<file path="src/hw/rtl/mmcspi_pkg.sv">
`timescale 1ns / 1ps
// ----------------------------------------------------------------------------
// mmcspi_pkg
// Shared types and codes of the MMC SPI host sequencer.
// ----------------------------------------------------------------------------
package mmcspi_pkg;

   localparam int RUN_DEPTH = 20;
   localparam int RUN_IDX_W = 5;

   typedef enum logic [3:0] {
      OP_INIT       = 4'd0,
      OP_BEGIN_READ = 4'd1,
      OP_READ_BYTE  = 4'd2,
      OP_END_READ   = 4'd3,
      OP_BEGIN_WR   = 4'd4,
      OP_WRITE_BYTE = 4'd5,
      OP_END_WR     = 4'd6,
      OP_POWER_OFF  = 4'd7,
      OP_CARD_BYTE  = 4'd8,
      OP_MS_TICK    = 4'd9
   } opcode_type;

   typedef enum logic [2:0] {
      ACT_SEND      = 3'd0,
      ACT_RECEIVE   = 3'd1,
      ACT_SELECT    = 3'd2,
      ACT_DESELECT  = 3'd3,
      ACT_POWER_ON  = 3'd4,
      ACT_POWER_OFF = 3'd5,
      ACT_REPLY     = 3'd6,
      ACT_WAIT_TICK = 3'd7
   } action_type;

   typedef enum logic [3:0] {
      PH_IDLE, PH_CMD0_R1, PH_OPC_PAUSE, PH_CMD1_R1, PH_BLK_PAUSE, PH_BLK_R1,
      PH_RD_R1, PH_RD_TOKEN, PH_RD_TICK, PH_RD_BYTE, PH_WR_R1, PH_EW_SKIP,
      PH_EW_BUSY
   } phase_type;

   typedef enum logic [2:0] {
      REG_BLOCK_LENGTH = 3'd0,
      REG_RESP_POLL    = 3'd1,
      REG_TOKEN_POLL   = 3'd2,
      REG_IDLE_RETRY   = 3'd3,
      REG_OPCOND_RETRY = 3'd4
   } reg_index_type;

   typedef struct packed {
      action_type act;
      logic [7:0] value;
      logic       ok;
      logic [7:0] hvalue;
   } result_type;

   localparam logic [7:0] CMD_BASE    = 8'h40;
   localparam logic [7:0] CMD_CRC     = 8'h95;
   localparam logic [7:0] START_TOKEN = 8'hfe;
   localparam logic [7:0] FILL_BYTE   = 8'hff;
   localparam logic [7:0] R1_IDLE     = 8'h01;

   function automatic result_type mk(action_type a, logic [7:0] v, logic ok,
                                     logic [7:0] hv);
      result_type r;
      r.act = a;
      r.value = v;
      r.ok = ok;
      r.hvalue = hv;
      return r;
   endfunction

endpackage

</file>
<file path="src/hw/rtl/mmc_spi_host_sequencer.sv">
`timescale 1ns / 1ps
// ----------------------------------------------------------------------------
// mmc_spi_host_sequencer
// Host side sequencer of an MMC card in SPI mode.
// ----------------------------------------------------------------------------
// Usage: the req_ channel carries host requests, card bytes and ms ticks; the
// rsp_ channel returns bus actions and host replies, rsp_run_end marking the
// last result caused by one request. The csr_ port writes the limit and
// block length registers; csr_ready is always high.
// Latency: the first result of an item appears the cycle after its transfer.
// Flow: an item producing N results (N up to 19) holds the result channel for
// its run; the next item is taken in the cycle the last result of the previous
// run transfers, and items without results never hold the request channel.
// The run is held in one result register bank and read out by an index.
// Reset clears the phase, counters and run length, and loads the register defaults.
// When the receiver stalls, the current result holds and new items stall.
// ----------------------------------------------------------------------------
module mmc_spi_host_sequencer
   import mmcspi_pkg::*;
(
   input  logic        clock,
   input  logic        reset,
   input  logic        req_valid,
   output logic        req_stall,
   input  logic [3:0]  req_opcode,
   input  logic [31:0] req_sector,
   input  logic [7:0]  req_write_value,
   input  logic [7:0]  req_card_value,
   output logic        rsp_valid,
   input  logic        rsp_stall,
   output logic [2:0]  rsp_bus_action,
   output logic [7:0]  rsp_bus_value,
   output logic        rsp_host_ok,
   output logic [7:0]  rsp_host_value,
   output logic        rsp_run_end,
   input  logic        csr_valid,
   output logic        csr_ready,
   input  logic [2:0]  csr_index,
   input  logic [12:0] csr_wdata
);

   logic [12:0] blk_len_ff;
   logic [7:0]  resp_lim_ff, tok_lim_ff, idle_lim_ff;
   logic [10:0] opc_lim_ff;

   phase_type   phase_ff, phase_in;
   logic [10:0] retry_ff, retry_in;
   logic [7:0]  poll_ff, poll_in;
   logic [7:0]  last_ff, last_in;

   result_type            run_ff [RUN_DEPTH];
   result_type            run_in [RUN_DEPTH];
   logic [RUN_IDX_W-1:0]  len_ff, len_in;
   logic [RUN_IDX_W-1:0]  idx_ff;

   logic        accept, last_xfer;
   logic [7:0]  r1_pc;
   logic        r1_more;
   logic [10:0] retry_inc;
   logic [7:0]  cv;

   assign csr_ready = 1'b1;
   assign cv        = req_card_value;

   assign rsp_valid      = idx_ff < len_ff;
   assign rsp_bus_action = run_ff[idx_ff].act;
   assign rsp_bus_value  = run_ff[idx_ff].value;
   assign rsp_host_ok    = run_ff[idx_ff].ok;
   assign rsp_host_value = run_ff[idx_ff].hvalue;
   assign rsp_run_end    = idx_ff == len_ff - 5'd1;

   assign last_xfer = rsp_valid && !rsp_stall && rsp_run_end;
   assign req_stall = rsp_valid && !last_xfer;
   assign accept    = req_valid && !req_stall;

   assign r1_pc     = poll_ff + 8'd1;
   assign r1_more   = cv[7] && (r1_pc < resp_lim_ff);
   assign retry_inc = retry_ff + 11'd1;

   always_comb begin
      logic [RUN_IDX_W-1:0] n;
      logic [31:0]          arg;
      logic [7:0]           cidx;
      logic                 do_cmd;
      n = '0;
      arg = '0;
      cidx = '0;
      do_cmd = 1'b0;
      phase_in = phase_ff;
      retry_in = retry_ff;
      poll_in  = poll_ff;
      last_in  = last_ff;
      for (int i = 0; i < RUN_DEPTH; i++) run_in[i] = '0;

      if (req_opcode == OP_CARD_BYTE) begin
         last_in = cv;
         case (phase_ff)
            PH_CMD0_R1, PH_CMD1_R1, PH_BLK_R1, PH_RD_R1, PH_WR_R1: begin
               if (r1_more) begin
                  poll_in = r1_pc;
                  run_in[n] = mk(ACT_RECEIVE, '0, 1'b0, '0); n = n + 5'd1;
               end else begin
                  poll_in = '0;
                  case (phase_ff)
                     PH_CMD0_R1: begin
                        if (cv == R1_IDLE) begin
                           run_in[n] = mk(ACT_SEND, FILL_BYTE, 1'b0, '0); n = n + 5'd1;
                           run_in[n] = mk(ACT_SEND, FILL_BYTE, 1'b0, '0); n = n + 5'd1;
                           run_in[n] = mk(ACT_DESELECT, '0, 1'b0, '0); n = n + 5'd1;
                           run_in[n] = mk(ACT_SEND, FILL_BYTE, 1'b0, '0); n = n + 5'd1;
                           for (int i = 0; i < 10; i++) begin
                              run_in[n] = mk(ACT_SEND, FILL_BYTE, 1'b0, '0);
                              n = n + 5'd1;
                           end
                           run_in[n] = mk(ACT_WAIT_TICK, '0, 1'b0, '0); n = n + 5'd1;
                           phase_in = PH_OPC_PAUSE;
                        end else begin
                           retry_in = retry_inc;
                           if (retry_inc < {3'd0, idle_lim_ff}) begin
                              do_cmd = 1'b1;
                              cidx = 8'd0;
                           end else begin
                              run_in[n] = mk(ACT_SEND, FILL_BYTE, 1'b0, '0); n = n + 5'd1;
                              run_in[n] = mk(ACT_SEND, FILL_BYTE, 1'b0, '0); n = n + 5'd1;
                              run_in[n] = mk(ACT_DESELECT, '0, 1'b0, '0); n = n + 5'd1;
                              run_in[n] = mk(ACT_SEND, FILL_BYTE, 1'b0, '0); n = n + 5'd1;
                              run_in[n] = mk(ACT_REPLY, '0, 1'b0, '0); n = n + 5'd1;
                              phase_in = PH_IDLE;
                           end
                        end
                     end
                     PH_CMD1_R1: begin
                        run_in[n] = mk(ACT_DESELECT, '0, 1'b0, '0); n = n + 5'd1;
                        for (int i = 0; i < 10; i++) begin
                           run_in[n] = mk(ACT_SEND, FILL_BYTE, 1'b0, '0);
                           n = n + 5'd1;
                        end
                        if (cv == 8'd0) begin
                           run_in[n] = mk(ACT_SEND, FILL_BYTE, 1'b0, '0); n = n + 5'd1;
                           run_in[n] = mk(ACT_SEND, FILL_BYTE, 1'b0, '0); n = n + 5'd1;
                           run_in[n] = mk(ACT_DESELECT, '0, 1'b0, '0); n = n + 5'd1;
                           run_in[n] = mk(ACT_SEND, FILL_BYTE, 1'b0, '0); n = n + 5'd1;
                           run_in[n] = mk(ACT_WAIT_TICK, '0, 1'b0, '0); n = n + 5'd1;
                           phase_in = PH_BLK_PAUSE;
                        end else begin
                           retry_in = retry_inc;
                           if (retry_inc < opc_lim_ff) begin
                              run_in[n] = mk(ACT_SELECT, '0, 1'b0, '0); n = n + 5'd1;
                              do_cmd = 1'b1;
                              cidx = 8'd1;
                           end else begin
                              run_in[n] = mk(ACT_SEND, FILL_BYTE, 1'b0, '0); n = n + 5'd1;
                              run_in[n] = mk(ACT_SEND, FILL_BYTE, 1'b0, '0); n = n + 5'd1;
                              run_in[n] = mk(ACT_DESELECT, '0, 1'b0, '0); n = n + 5'd1;
                              run_in[n] = mk(ACT_SEND, FILL_BYTE, 1'b0, '0); n = n + 5'd1;
                              run_in[n] = mk(ACT_POWER_OFF, '0, 1'b0, '0); n = n + 5'd1;
                              run_in[n] = mk(ACT_REPLY, '0, 1'b0, '0); n = n + 5'd1;
                              phase_in = PH_IDLE;
                           end
                        end
                     end
                     PH_BLK_R1: begin
                        run_in[n] = mk(ACT_SEND, FILL_BYTE, 1'b0, '0); n = n + 5'd1;
                        run_in[n] = mk(ACT_SEND, FILL_BYTE, 1'b0, '0); n = n + 5'd1;
                        run_in[n] = mk(ACT_DESELECT, '0, 1'b0, '0); n = n + 5'd1;
                        run_in[n] = mk(ACT_SEND, FILL_BYTE, 1'b0, '0); n = n + 5'd1;
                        run_in[n] = mk(ACT_REPLY, '0, 1'b1, '0); n = n + 5'd1;
                        phase_in = PH_IDLE;
                     end
                     PH_RD_R1: begin
                        if (cv != 8'd0) begin
                           run_in[n] = mk(ACT_SEND, FILL_BYTE, 1'b0, '0); n = n + 5'd1;
                           run_in[n] = mk(ACT_SEND, FILL_BYTE, 1'b0, '0); n = n + 5'd1;
                           run_in[n] = mk(ACT_DESELECT, '0, 1'b0, '0); n = n + 5'd1;
                           run_in[n] = mk(ACT_SEND, FILL_BYTE, 1'b0, '0); n = n + 5'd1;
                           run_in[n] = mk(ACT_REPLY, '0, 1'b0, '0); n = n + 5'd1;
                           phase_in = PH_IDLE;
                        end else begin
                           run_in[n] = mk(ACT_RECEIVE, '0, 1'b0, '0); n = n + 5'd1;
                           phase_in = PH_RD_TOKEN;
                        end
                     end
                     default: begin
                        // write command response
                        if (cv != 8'd0) begin
                           run_in[n] = mk(ACT_SEND, FILL_BYTE, 1'b0, '0); n = n + 5'd1;
                           run_in[n] = mk(ACT_SEND, FILL_BYTE, 1'b0, '0); n = n + 5'd1;
                           run_in[n] = mk(ACT_DESELECT, '0, 1'b0, '0); n = n + 5'd1;
                           run_in[n] = mk(ACT_SEND, FILL_BYTE, 1'b0, '0); n = n + 5'd1;
                           run_in[n] = mk(ACT_REPLY, '0, 1'b0, '0); n = n + 5'd1;
                        end else begin
                           run_in[n] = mk(ACT_SEND, FILL_BYTE, 1'b0, '0); n = n + 5'd1;
                           run_in[n] = mk(ACT_SEND, FILL_BYTE, 1'b0, '0); n = n + 5'd1;
                           run_in[n] = mk(ACT_SEND, START_TOKEN, 1'b0, '0); n = n + 5'd1;
                           run_in[n] = mk(ACT_REPLY, '0, 1'b1, '0); n = n + 5'd1;
                        end
                        phase_in = PH_IDLE;
                     end
                  endcase
               end
            end
            PH_RD_TOKEN: begin
               if (cv == START_TOKEN) begin
                  poll_in = '0;
                  run_in[n] = mk(ACT_REPLY, '0, 1'b1, '0); n = n + 5'd1;
                  phase_in = PH_IDLE;
               end else begin
                  poll_in = r1_pc;
                  run_in[n] = mk(ACT_WAIT_TICK, '0, 1'b0, '0); n = n + 5'd1;
                  phase_in = PH_RD_TICK;
               end
            end
            PH_RD_BYTE: begin
               run_in[n] = mk(ACT_REPLY, '0, 1'b1, cv); n = n + 5'd1;
               phase_in = PH_IDLE;
            end
            PH_EW_SKIP: begin
               run_in[n] = mk(ACT_RECEIVE, '0, 1'b0, '0); n = n + 5'd1;
               phase_in = PH_EW_BUSY;
            end
            PH_EW_BUSY: begin
               if (cv == 8'd0) begin
                  run_in[n] = mk(ACT_RECEIVE, '0, 1'b0, '0); n = n + 5'd1;
               end else begin
                  run_in[n] = mk(ACT_SEND, FILL_BYTE, 1'b0, '0); n = n + 5'd1;
                  run_in[n] = mk(ACT_SEND, FILL_BYTE, 1'b0, '0); n = n + 5'd1;
                  run_in[n] = mk(ACT_DESELECT, '0, 1'b0, '0); n = n + 5'd1;
                  run_in[n] = mk(ACT_SEND, FILL_BYTE, 1'b0, '0); n = n + 5'd1;
                  run_in[n] = mk(ACT_REPLY, '0, 1'b1, '0); n = n + 5'd1;
                  phase_in = PH_IDLE;
               end
            end
            default: ;
         endcase
      end else if (req_opcode == OP_MS_TICK) begin
         case (phase_ff)
            PH_OPC_PAUSE: begin
               retry_in = '0;
               run_in[n] = mk(ACT_SELECT, '0, 1'b0, '0); n = n + 5'd1;
               do_cmd = 1'b1;
               cidx = 8'd1;
               phase_in = PH_CMD1_R1;
            end
            PH_BLK_PAUSE: begin
               run_in[n] = mk(ACT_SELECT, '0, 1'b0, '0); n = n + 5'd1;
               do_cmd = 1'b1;
               cidx = 8'd16;
               arg = {19'd0, blk_len_ff};
               phase_in = PH_BLK_R1;
            end
            PH_RD_TICK: begin
               if (poll_ff < tok_lim_ff) begin
                  run_in[n] = mk(ACT_RECEIVE, '0, 1'b0, '0); n = n + 5'd1;
                  phase_in = PH_RD_TOKEN;
               end else begin
                  poll_in = '0;
                  run_in[n] = mk(ACT_REPLY, '0, 1'b0, '0); n = n + 5'd1;
                  phase_in = PH_IDLE;
               end
            end
            default: ;
         endcase
      end else if (phase_ff == PH_IDLE) begin
         case (req_opcode)
            OP_INIT: begin
               run_in[n] = mk(ACT_POWER_ON, '0, 1'b0, '0); n = n + 5'd1;
               for (int i = 0; i < 10; i++) begin
                  run_in[n] = mk(ACT_SEND, FILL_BYTE, 1'b0, '0);
                  n = n + 5'd1;
               end
               run_in[n] = mk(ACT_SELECT, '0, 1'b0, '0); n = n + 5'd1;
               retry_in = '0;
               do_cmd = 1'b1;
               cidx = 8'd0;
               phase_in = PH_CMD0_R1;
            end
            OP_BEGIN_READ, OP_BEGIN_WR: begin
               run_in[n] = mk(ACT_SELECT, '0, 1'b0, '0); n = n + 5'd1;
               do_cmd = 1'b1;
               cidx = (req_opcode == OP_BEGIN_READ) ? 8'd17 : 8'd24;
               arg = req_sector;
               phase_in = (req_opcode == OP_BEGIN_READ) ? PH_RD_R1 : PH_WR_R1;
            end
            OP_READ_BYTE: begin
               run_in[n] = mk(ACT_RECEIVE, '0, 1'b0, '0); n = n + 5'd1;
               phase_in = PH_RD_BYTE;
            end
            OP_END_READ: begin
               run_in[n] = mk(ACT_SEND, FILL_BYTE, 1'b0, '0); n = n + 5'd1;
               run_in[n] = mk(ACT_SEND, FILL_BYTE, 1'b0, '0); n = n + 5'd1;
               run_in[n] = mk(ACT_DESELECT, '0, 1'b0, '0); n = n + 5'd1;
               run_in[n] = mk(ACT_SEND, FILL_BYTE, 1'b0, '0); n = n + 5'd1;
               run_in[n] = mk(ACT_REPLY, '0, 1'b1, '0); n = n + 5'd1;
            end
            OP_WRITE_BYTE: begin
               run_in[n] = mk(ACT_SEND, req_write_value, 1'b0, '0); n = n + 5'd1;
               run_in[n] = mk(ACT_REPLY, '0, 1'b1, '0); n = n + 5'd1;
            end
            OP_END_WR: begin
               run_in[n] = mk(ACT_SEND, FILL_BYTE, 1'b0, '0); n = n + 5'd1;
               run_in[n] = mk(ACT_SEND, FILL_BYTE, 1'b0, '0); n = n + 5'd1;
               run_in[n] = mk(ACT_RECEIVE, '0, 1'b0, '0); n = n + 5'd1;
               phase_in = PH_EW_SKIP;
            end
            OP_POWER_OFF: begin
               run_in[n] = mk(ACT_POWER_OFF, '0, 1'b0, '0); n = n + 5'd1;
               run_in[n] = mk(ACT_REPLY, '0, 1'b1, '0); n = n + 5'd1;
            end
            default: ;
         endcase
      end

      // append a command frame and its first response receive
      if (do_cmd) begin
         run_in[n] = mk(ACT_SEND, CMD_BASE | cidx, 1'b0, '0); n = n + 5'd1;
         run_in[n] = mk(ACT_SEND, arg[31:24], 1'b0, '0); n = n + 5'd1;
         run_in[n] = mk(ACT_SEND, arg[23:16], 1'b0, '0); n = n + 5'd1;
         run_in[n] = mk(ACT_SEND, arg[15:8], 1'b0, '0); n = n + 5'd1;
         run_in[n] = mk(ACT_SEND, arg[7:0], 1'b0, '0); n = n + 5'd1;
         run_in[n] = mk(ACT_SEND, CMD_CRC, 1'b0, '0); n = n + 5'd1;
         run_in[n] = mk(ACT_RECEIVE, '0, 1'b0, '0); n = n + 5'd1;
         poll_in = '0;
      end
      len_in = n;
   end

   always_ff @(posedge clock) begin
      if (reset) begin
         blk_len_ff  <= 13'd512;
         resp_lim_ff <= 8'd255;
         tok_lim_ff  <= 8'd255;
         idle_lim_ff <= 8'd255;
         opc_lim_ff  <= 11'd2047;
      end else if (csr_valid && csr_ready) begin
         case (csr_index)
            REG_BLOCK_LENGTH: blk_len_ff  <= csr_wdata;
            REG_RESP_POLL:    resp_lim_ff <= csr_wdata[7:0];
            REG_TOKEN_POLL:   tok_lim_ff  <= csr_wdata[7:0];
            REG_IDLE_RETRY:   idle_lim_ff <= csr_wdata[7:0];
            REG_OPCOND_RETRY: opc_lim_ff  <= csr_wdata[10:0];
            default: ;
         endcase
      end
   end

   always_ff @(posedge clock) begin
      if (reset) begin
         phase_ff <= PH_IDLE;
         retry_ff <= '0;
         poll_ff  <= '0;
         last_ff  <= '0;
         len_ff   <= '0;
         idx_ff   <= '0;
      end else if (accept) begin
         phase_ff <= phase_in;
         retry_ff <= retry_in;
         poll_ff  <= poll_in;
         last_ff  <= last_in;
         len_ff   <= len_in;
         idx_ff   <= '0;
      end else if (rsp_valid && !rsp_stall) begin
         // advance to the next result of the run
         idx_ff <= idx_ff + 5'd1;
      end
   end

   always_ff @(posedge clock) begin
      if (accept) begin
         run_ff <= run_in;
      end
   end

endmodule
</file>
<file path="config.mk">
export PLATFORM = sky130hd
export DESIGN_NAME = mmc_spi_host_sequencer
export DESIGN_NICKNAME = d
export VERILOG_FILES = /design/src/hw/rtl/mmcspi_pkg.sv /design/src/hw/rtl/mmc_spi_host_sequencer.sv
export SDC_FILE = /design/constraint.sdc
export NUM_CORES = 1
export LEC_CHECK = 0
export BUFFER_PORTS_ARGS = -buffer_cell sky130_fd_sc_hd__buf_2
export CORE_MARGIN = 4
export CORE_UTILIZATION = 45
export CTS_BUF_LIST = sky130_fd_sc_hd__clkbuf_4 sky130_fd_sc_hd__clkbuf_8
export DETAILED_ROUTE_END_ITERATION = 10
export PLACE_DENSITY_LB_ADDON = 0.05
export SYNTH_ARGS = -nofsm -noshare
export SYNTH_HDL_FRONTEND = slang
export SYNTH_SLANG_ARGS = --single-unit
</file>
<file path="constraint.sdc">
create_clock -name clock -period 10.21 [get_ports clock]
set_clock_uncertainty 0.15 [all_clocks]
set_input_delay 0 -clock clock [delete_from_list [all_inputs] [get_ports clock]]
set_output_delay 0 -clock clock [all_outputs]
set_load 0.02 [all_outputs]
</file>
* Word level (Yosys, flattened, before mapping) *
Index checks and enable logic that the tools add are counted.

operators by class
  multiply operators = 0
  muxes and demuxes = 141
  reductions and logical operators = 44
  shift operators = 0
  equality and inequality tests = 42
  div/mod/pow operators = 0
  $lt $le $gt $ge = 20
  $add $sub $neg = 11
  bitwise operators = 14

operator list
  kind                 count
  $bwmux W400          5
  $mux W240            3
  $demux W20 S5        7
  $mux W100            6
  $mux W400            1
  $pmux W100 S4        1
  $pmux W200 S2        1
  $and A380 B380 Y380  1
  $not A380 Y380       1
  $and A320 B320 Y320  1
  $mux W320            1
  $not A320 Y320       1
  $mux W97             3
  $mux W20             14
  $mux W220            1
  $mux W197            1
  $pmux W80 S2         1
  $mux W77             2
  $mux W137            1
  $mux W32             4
  $pmux W20 S6         1
  $bmux W20 S5         1
  $pmux W20 S5         1
  $mux W11             9
  other kinds (69)     204

word-level totals
  bits in read-only memories = 0
  latch bits = 0
  word-level logic and storage cells = 362
  memory bits (writable) = 0
  memories = 0
  input bits = 73
  register bits = 481

* Logic depth before layout (Yosys ltp) *
Gate-level depths: netlist of the first run.

  depth after elaboration = 22
  mapped depth = 29
  gate-level depth less buffers = 26

* Worst setup path before layout of the first run *
Ideal clock, no wire load.

  path type = register -> register
  start point = register idx_ff[0]
  end point = register len_ff[3]
  required time = 9.960 ns
  cell stages (with the launch flop) = 13
  buffers on the path = 4
  setup time = 0.100 ns
  path slack = 1.672 ns
  arrival time = 8.288 ns
  cell sequence = dfxtp_1 -> clkbuf_1 -> clkbuf_1 -> clkbuf_1 -> inv_1 -> ha_1 -> nor4_1 -> a21oi_1 -> nand2b_1 -> clkbuf_1 -> inv_1 -> nand3_1 -> o32ai_1

between the ends
  elaborated cells on any way between the ends = 8

RTL lines
  element                 line                           text
  start, declared         mmc_spi_host_sequencer.sv:54   logic [RUN_IDX_W-1:0] idx_ff;
  start signal, assigned  mmc_spi_host_sequencer.sv:363  idx_ff <= idx_ff + 5'd1;
  $eq A5 B5 Y1            mmc_spi_host_sequencer.sv:70   assign rsp_run_end = idx_ff == len_ff - 5'd1;
  named net rsp_run_end   mmc_spi_host_sequencer.sv:35   output logic rsp_run_end,
  $logic_and A1 B1 Y1     mmc_spi_host_sequencer.sv:72   assign last_xfer = rsp_valid && !rsp_stall && rsp_run_end;
  $logic_not A1 Y1        mmc_spi_host_sequencer.sv:73   assign req_stall = rsp_valid && !last_xfer;
  $logic_and A1 B1 Y1     mmc_spi_host_sequencer.sv:73
  named net req_stall     mmc_spi_host_sequencer.sv:24   output logic req_stall,
  $logic_not A1 Y1        mmc_spi_host_sequencer.sv:74   assign accept = req_valid && !req_stall;
  $logic_and A1 B1 Y1     mmc_spi_host_sequencer.sv:74
  named net accept        mmc_spi_host_sequencer.sv:56   logic accept, last_xfer;
  end signal, assigned    mmc_spi_host_sequencer.sv:359  len_ff <= len_in;
  end, declared           mmc_spi_host_sequencer.sv:53   logic [RUN_IDX_W-1:0] len_ff, len_in;

The timed path passes the listed nets, and every way through them passes these cells.
A chain may end at the register's enable or synchronous reset.

==> results_dict.tcl, run 1 <==
set metrics [dict create \
    tritoncts "done" \
    num_rows 78 \
    finalHoldViolations 0 \
    grt_pass1_wl_um 132000 \
    die_y_um 224 \
    critical-path-max-stage-delay_ns 0.70 \
    timing.rr.start "poll_ff[2]" \
    drive_above_1_share 0.147 \
    worst_pin_slew_ns 1.31 \
    tns_ns 0 \
    yosysUniqueCellTypes 108 \
    crit_type "reg -> reg" \
    cts_buffers 52 \
    leakage_nw 8.68 \
    fin_nets 2639 \
    yosys_most_used_dff "edfxtp_1" \
    grt_pass1_vias 19900 \
    critical_path_buf_inv_count 2 \
    hp-class "in -> reg" \
    p_total_mw 4.33 \
    drt_iter0_drc 2960 \
    p_seq_frac 0.364 \
    dp_hpwl_um 64400 \
    die_area_um2 50000 \
    grt-ovfl-total 0 \
    ys.warnings.count 0 \
    coreArea_um2 45700 \
    cts_buffer_depth 3 \
    gp_congestion 1.06 \
    p_int_mw 2.58 \
    crit_start "poll_ff[2]" \
    path_max_fanout 16 \
    setup_viol 0 \
    period_minus_slack_ns 9.25 \
    areaGrowthSynthToFinish_pct 13.6 \
    cts.hold.buffers_added 86 \
    post_cts_resized 0 \
    status "finished, final reports clean" \
    slew_violations 0 \
    wl_um 90200 \
    hp-start "req_sector[10]" \
    die_w_um 224 \
    clock_sinks 283 \
    final_antenna_net_count 0 \
    timing.final.crit_share 0.906 \
    cp_cell_sequence "and3_1, and3_1, nand3_1, xnor2_1, ha_1, or3b_1, a221o_1, a41oi_1, nor2_1, nand3_1, inv_1, a31oi_1, inv_1, ha_1, xnor2_1, nor2_1, mux2_1, or4_1, a211o_1, nand4_2, and2_1, nand4_1, a311oi_1, nor3_1" \
    p_switching_mw 1.75 \
    cts_setup_buffers 0 \
    regArea_um2 7690 \
    io_buffer_count 95 \
    switching_share 0.403 \
    critPathRequiredTime_ns 10.43 \
    critPathArrivalTime_ns 9.46 \
    fillerInstances 4345 \
    syn_avg_cell_area_um2 8.69 \
    io_pins 97 \
    synth.top_cells.by_area "edfxtp_1, dfxtp_1, mux4_2, nand2_1, nor2_1" \
    cp_top_family "simple AND/OR/NAND/NOR gates" \
    cts.clk_slew.worst_paths_ns 0.06 \
    vias 21300 \
    antenna_found_initial 4 \
    yosys.cell_count.top_type "nand2_1" \
    root_buffer "clkbuf_8" \
    cp-start-kind "register" \
    htreeDepth 2 \
    synth.cell_area_um2 20900 \
    drv_cap 0 \
    wire_per_inst_um 28.6 \
    multi_input_area_um2 12300 \
    cp_slowest_cell "and2_1" \
    ys_ff_latch 283 \
    max-slew-margin-rel 0.116 \
    via_per_inst 6.75 \
    instances_no_fill 3158 \
    yosysTopAreaCellShare 0.290 \
    p_clk_frac 0.252 \
    drt-pass1-iter-count 6 \
    ir_worst_vdd_mv 0.176 \
    place_inst 2978 \
    p_per_area_nw_per_um2 182 \
    grt_start_max_net_pins 130 \
    ys_async_sr_fraction 0 \
    synthCells 2408 \
    timing.fmax_ghz 0.108 \
    synth_commonest_cells "nand2_1, nor2_1, edfxtp_1, a21oi_1, clkbuf_1" \
    insertion_delay_ns 0.65 \
    synth-edff-count 202 \
    yosysSeqAreaShare 0.367 \
    grt_use_total 0.349 \
    critPathCaptureType "register" \
    yosysTopAreaCell "edfxtp_1" \
    pwr-share-comb 0.384 \
    grt_setup_unrepaired "no" \
    drc 0 \
    start_util 0.458 \
]
## registers in the layout, summed over array words and instances, names as in the netlist
register     flops
opc_lim_ff      11
tok_lim_ff       8
retry_ff        11
run_ff         202
blk_len_ff      13
idle_lim_ff      8
idx_ff           5
len_ff           5
resp_lim_ff      8
poll_ff          8
phase_ff         4
## power by group through the flow
| stage | Clock, mW | Sequential [mW] | Combinational (mW) |
|---|---|---|---|
| 4_1_cts | 1.11 | 1.58 | 1.61 |
| 3_3_place_gp | 0 | 1.59 | 1.58 |
| 5_1_grt | 1.16 | 1.59 | 1.75 |
| 3_5_place_dp | 0 | 1.60 | 1.59 |
| 2_1_floorplan | 0 | 1.58 | 1.05 |
| 6_report | 1.09 | 1.58 | 1.66 |
## worst register-to-register path, stage by stage, from the launching register on
cell	delay, ns
dfxtp_1	0.40
and3_1	0.27
and3_1	0.26
nand3_1	0.11
xnor2_1	0.16
ha_1	0.19
or3b_1	0.35
a221o_1	0.29
a41oi_1	0.33
nor2_1	0.27
nand3_1	0.49
inv_1	0.28
a31oi_1	0.57
inv_1	0.22
ha_1	0.51
xnor2_1	0.57
nor2_1	0.13
mux2_1	0.36
or4_1	0.62
a211o_1	0.33
nand4_2	0.19
and2_1	0.70
nand4_1	0.45
a311oi_1	0.65
nor3_1	0.12
## layer usage
metal | part of all wire | track usage | vias to the layer above
li1 | - | - | 9399
met1 | 0.40 | 0.476 | 10300
met2 | 0.43 | 0.522 | 1343
met3 | 0.11 | 0.0963 | 315
met4 | 0.053 | 0.152 | 6
met5 | 0.00051 | 0 | -
## area by class of cell
class,instances,share of cell area
multi-input cells,1882,0.519
flip-flops and latches,283,0.323
repair buffers,235,0.0732
clock buffers,71,0.0369
well taps,600,0.0316
inverters,64,0.0104
clock inverters,21,0.00573
diodes,2,0.000210
## path summary, 6_finish.rpt
path	end	slack (ns)	depth (start not counted)
max reg2reg	run_ff[209]	0.96	24
min reg2reg	opc_lim_ff[5]	0.32	2
min	run_ff[311]	0.06	6
max	run_ff[209]	0.96	24
## per-stage QoR
stage,area (µm²),setup WS [ns],hold slack [ns],util
CTS,23800,1.11,0.00482,0.521
global route,23800,0.414,0.0324,0.521
finish,23800,0.964,0.0646,0.521
detailed placement,21900,1.14,0.0960,0.480
global placement,21900,1.50,0.0904,0.480
floorplan,21000,1.67,-0.0292,-
## cell usage in the layout (no fill, tap or decap), types with 14 or more instances in the layout
| cell | Yosys | layout |
|---|---|---|
| buf_2 | 13 | 95 |
| nor3_1 | 73 | 70 |
| buf_4 | 6 | 54 |
| o21ai_1 | 20 | 19 |
| dfxtp_1 | 81 | 79 |
| a21oi_1 | 168 | 168 |
| o211ai_1 | 51 | 51 |
| xnor2_1 | 27 | 27 |
| ha_1 | 48 | 48 |
| inv_1 | 62 | 61 |
| a31oi_1 | 44 | 44 |
| mux4_2 | 54 | 54 |
| o21a_1 | 15 | 15 |
| nand4_1 | 25 | 25 |
| nand2_1 | 281 | 281 |
| a22oi_1 | 36 | 33 |
| o22ai_1 | 22 | 22 |
| a22o_1 | 17 | 17 |
| nand3b_1 | 29 | 29 |
| xor2_1 | 14 | 14 |
| nor2_1 | 244 | 243 |
| clkbuf_8 | 0 | 55 |
| a211oi_1 | 56 | 56 |
| dlygate4sd3_1 | 0 | 86 |
| a21o_1 | 26 | 26 |
| and3_1 | 30 | 30 |
| nand3_1 | 83 | 83 |
| mux2i_1 | 22 | 22 |
| o21ai_0 | 144 | 144 |
| and2_1 | 38 | 38 |
| a311oi_1 | 15 | 15 |
| edfxtp_1 | 202 | 202 |
| clkbuf_4 | 0 | 16 |
| o31ai_1 | 42 | 42 |
| conb_1 | 2 | 17 |
## logic make-up (layout without fill, tap and decap cells)
logic type,after synthesis,count (layout),synth area share
AND/OR/NAND/NOR,895,895,0.204
AO/OA/AOI/OAI,794,794,0.258
flip-flops,283,283,0.367
buffers and inverters,258,391,0.0485
multiplexers,85,85,0.0735
adder cells (fa/ha/maj),48,48,0.0287
XOR/XNOR,43,43,0.0190
other,2,19,0.000359
No activity file was read; power rests on OpenSTA's default activity.
==> run 2: changes to the inputs <==
- clock period: 10.21 -> 11.4 ns (I/O delays scaled with it)
==> results_dict.tcl, run 2 (synthesis gave the netlist of run 1 again) <==
set metrics [dict create \
    path_max_fanout 14 \
    wire_per_inst_um 28.4 \
    setup_viol 0 \
    critPathRequiredTime_ns 11.62 \
    drv_cap 0 \
    final_antenna_net_count 0 \
    vias 21300 \
    p_switching_mw 1.56 \
    p_int_mw 2.30 \
    drt-pass1-iter-count 6 \
    crit_type "reg -> reg" \
    critPathArrivalTime_ns 9.35 \
    timing.final.crit_share 0.801 \
    rr_worst_depth 25 \
    cp_slowest_cell "nand4_1" \
    tns_ns 0 \
    critical_path_buf_inv_count 3 \
    finalHoldViolations 0 \
    p_seq_frac 0.367 \
    p_clk_frac 0.251 \
    top_register "run_ff" \
    timing.rr.start "poll_ff[2]" \
    slew_violations 0 \
    place_inst 2976 \
    drive_above_1_share 0.143 \
    multi_input_area_um2 12300 \
    grt_setup_unrepaired "no" \
    num_rows 78 \
    grt_use_total 0.347 \
    die_w_um 224 \
    fillerInstances 4322 \
    critical-path-max-stage-delay_ns 0.68 \
    path_common_cell "nor2_1" \
    gp_congestion 1.06 \
    areaGrowthSynthToFinish_pct 13.6 \
    cp-start-kind "register" \
    dp_hpwl_um 64400 \
    switching_share 0.403 \
    largestRegisters "run_ff: 202 flops, blk_len_ff: 13 flops" \
    start_util 0.458 \
    htreeDepth 2 \
    fin_nets 2638 \
    status "finished, final reports clean" \
    worst_pin_slew_ns 1.28 \
    die_y_um 224 \
    pwr-share-comb 0.382 \
    io_pins 97 \
    largest_reg_flops 202 \
    grt_use_met1 0.481 \
    antenna_found_initial 4 \
    clock_sinks 283 \
    cts_buffers 50 \
    cp_top_family "simple AND/OR/NAND/NOR gates" \
    hp-start "req_sector[27]" \
    max-slew-margin-rel 0.146 \
    root_buffer "clkbuf_8" \
    wl_um 89700 \
    cts.clk_slew.worst_paths_ns 0.07 \
    tritoncts "done" \
    min_path_cells 5 \
    drc 0 \
    regArea_um2 7690 \
    final_common_cell "nand2_1" \
    io_buffer_count 95 \
    ir_worst_vdd_mv 0.119 \
    use_met2 0.520 \
    post_cts_resized 0 \
    coreArea_um2 45700 \
    grt-ovfl-total 0 \
    die_area_um2 50000 \
    mostFrequentLayoutCells "nand2_1, nor2_1, edfxtp_1" \
    timing.fmax_ghz 0.110 \
    grt_pass1_wl_um 132000 \
    instances_no_fill 3160 \
    hp-class "in -> reg" \
    via_per_inst 6.73 \
    min_to "run_ff[252]" \
    period_minus_slack_ns 9.13 \
    leakage_nw 8.63 \
    cts_buffer_depth 3 \
    gr-usage-met3 0.0873 \
    insertion_delay_ns 0.67 \
    drt_iter0_drc 2999 \
    grt_start_max_net_pins 126 \
    top_usage_layer "met2" \
    critPathCaptureType "register" \
    r2r-end "run_ff[274]" \
    p_per_area_nw_per_um2 162 \
    r2r_slack_ns 2.27 \
    grt_pass1_vias 19800 \
]
## run 2: metrics by stage
step / hold slack, ns / utilization / area, µm² / power [mW] / setup slack (ns)
finish: 0.0532 / 0.521 / 23800 / 3.86 / 2.27
global route: 0.0600 / 0.520 / 23800 / 4.01 / 1.71
CTS: 0.00351 / 0.520 / 23800 / 3.82 / 2.50
detailed placement: 0.0990 / 0.479 / 21900 / 2.84 / 2.57
global placement: 0.0985 / 0.479 / 21900 / 2.83 / 2.87
floorplan: -0.0292 / - / 21000 / 2.36 / 2.86
## run 2: power by group through the flow
stage	clock [mW]	combinational [mW]	sequential [mW]
2_1_floorplan	0	0.942	1.42
3_3_place_gp	0	1.40	1.43
3_5_place_dp	0	1.40	1.44
4_1_cts	0.980	1.43	1.42
5_1_grt	1.03	1.55	1.43
6_report	0.967	1.47	1.42
## run 2: area by class of cell
cell class | instances | area share
multi-input combinational | 1882 | 0.518
sequential | 283 | 0.324
timing repair buffer | 236 | 0.0739
clock buffer | 69 | 0.0363
tap | 600 | 0.0316
inverter | 64 | 0.0104
clock inverter | 22 | 0.00579
antenna | 4 | 0.000421
## run 2: repair_timing
item | 4_1_cts | 5_1_grt
hold endpoints to repair | 127 | 0
hold buffers | 89 | 0
setup buffers | 0 | 0
## run 2: metal layers
layer / wire, µm / part of all wire
met1: 36400 / 0.41
met3: 10600 / 0.12
met5: 37 / 0.00041
met4: 4600 / 0.051
met2: 38200 / 0.43
## run 2: worst max path at each step
stage                     cells after the start  startpoint     endpoint
final                                        25  poll_ff[2]  run_ff[274]
after global routing                         25  poll_ff[2]  run_ff[352]
after CTS                                    25  poll_ff[2]  run_ff[274]
after detailed placement                     24  poll_ff[2]  run_ff[230]
after global placement                       24  poll_ff[2]  run_ff[235]
after floorplan                              12   idx_ff[0]    len_ff[3]
## run 2: worst min-delay path, stage by stage
cell and delay [ns]:
buf_2 0.21, a22o_1 0.17, a211oi_1 0.07, o22a_1 0.18, o21ai_1 0.10
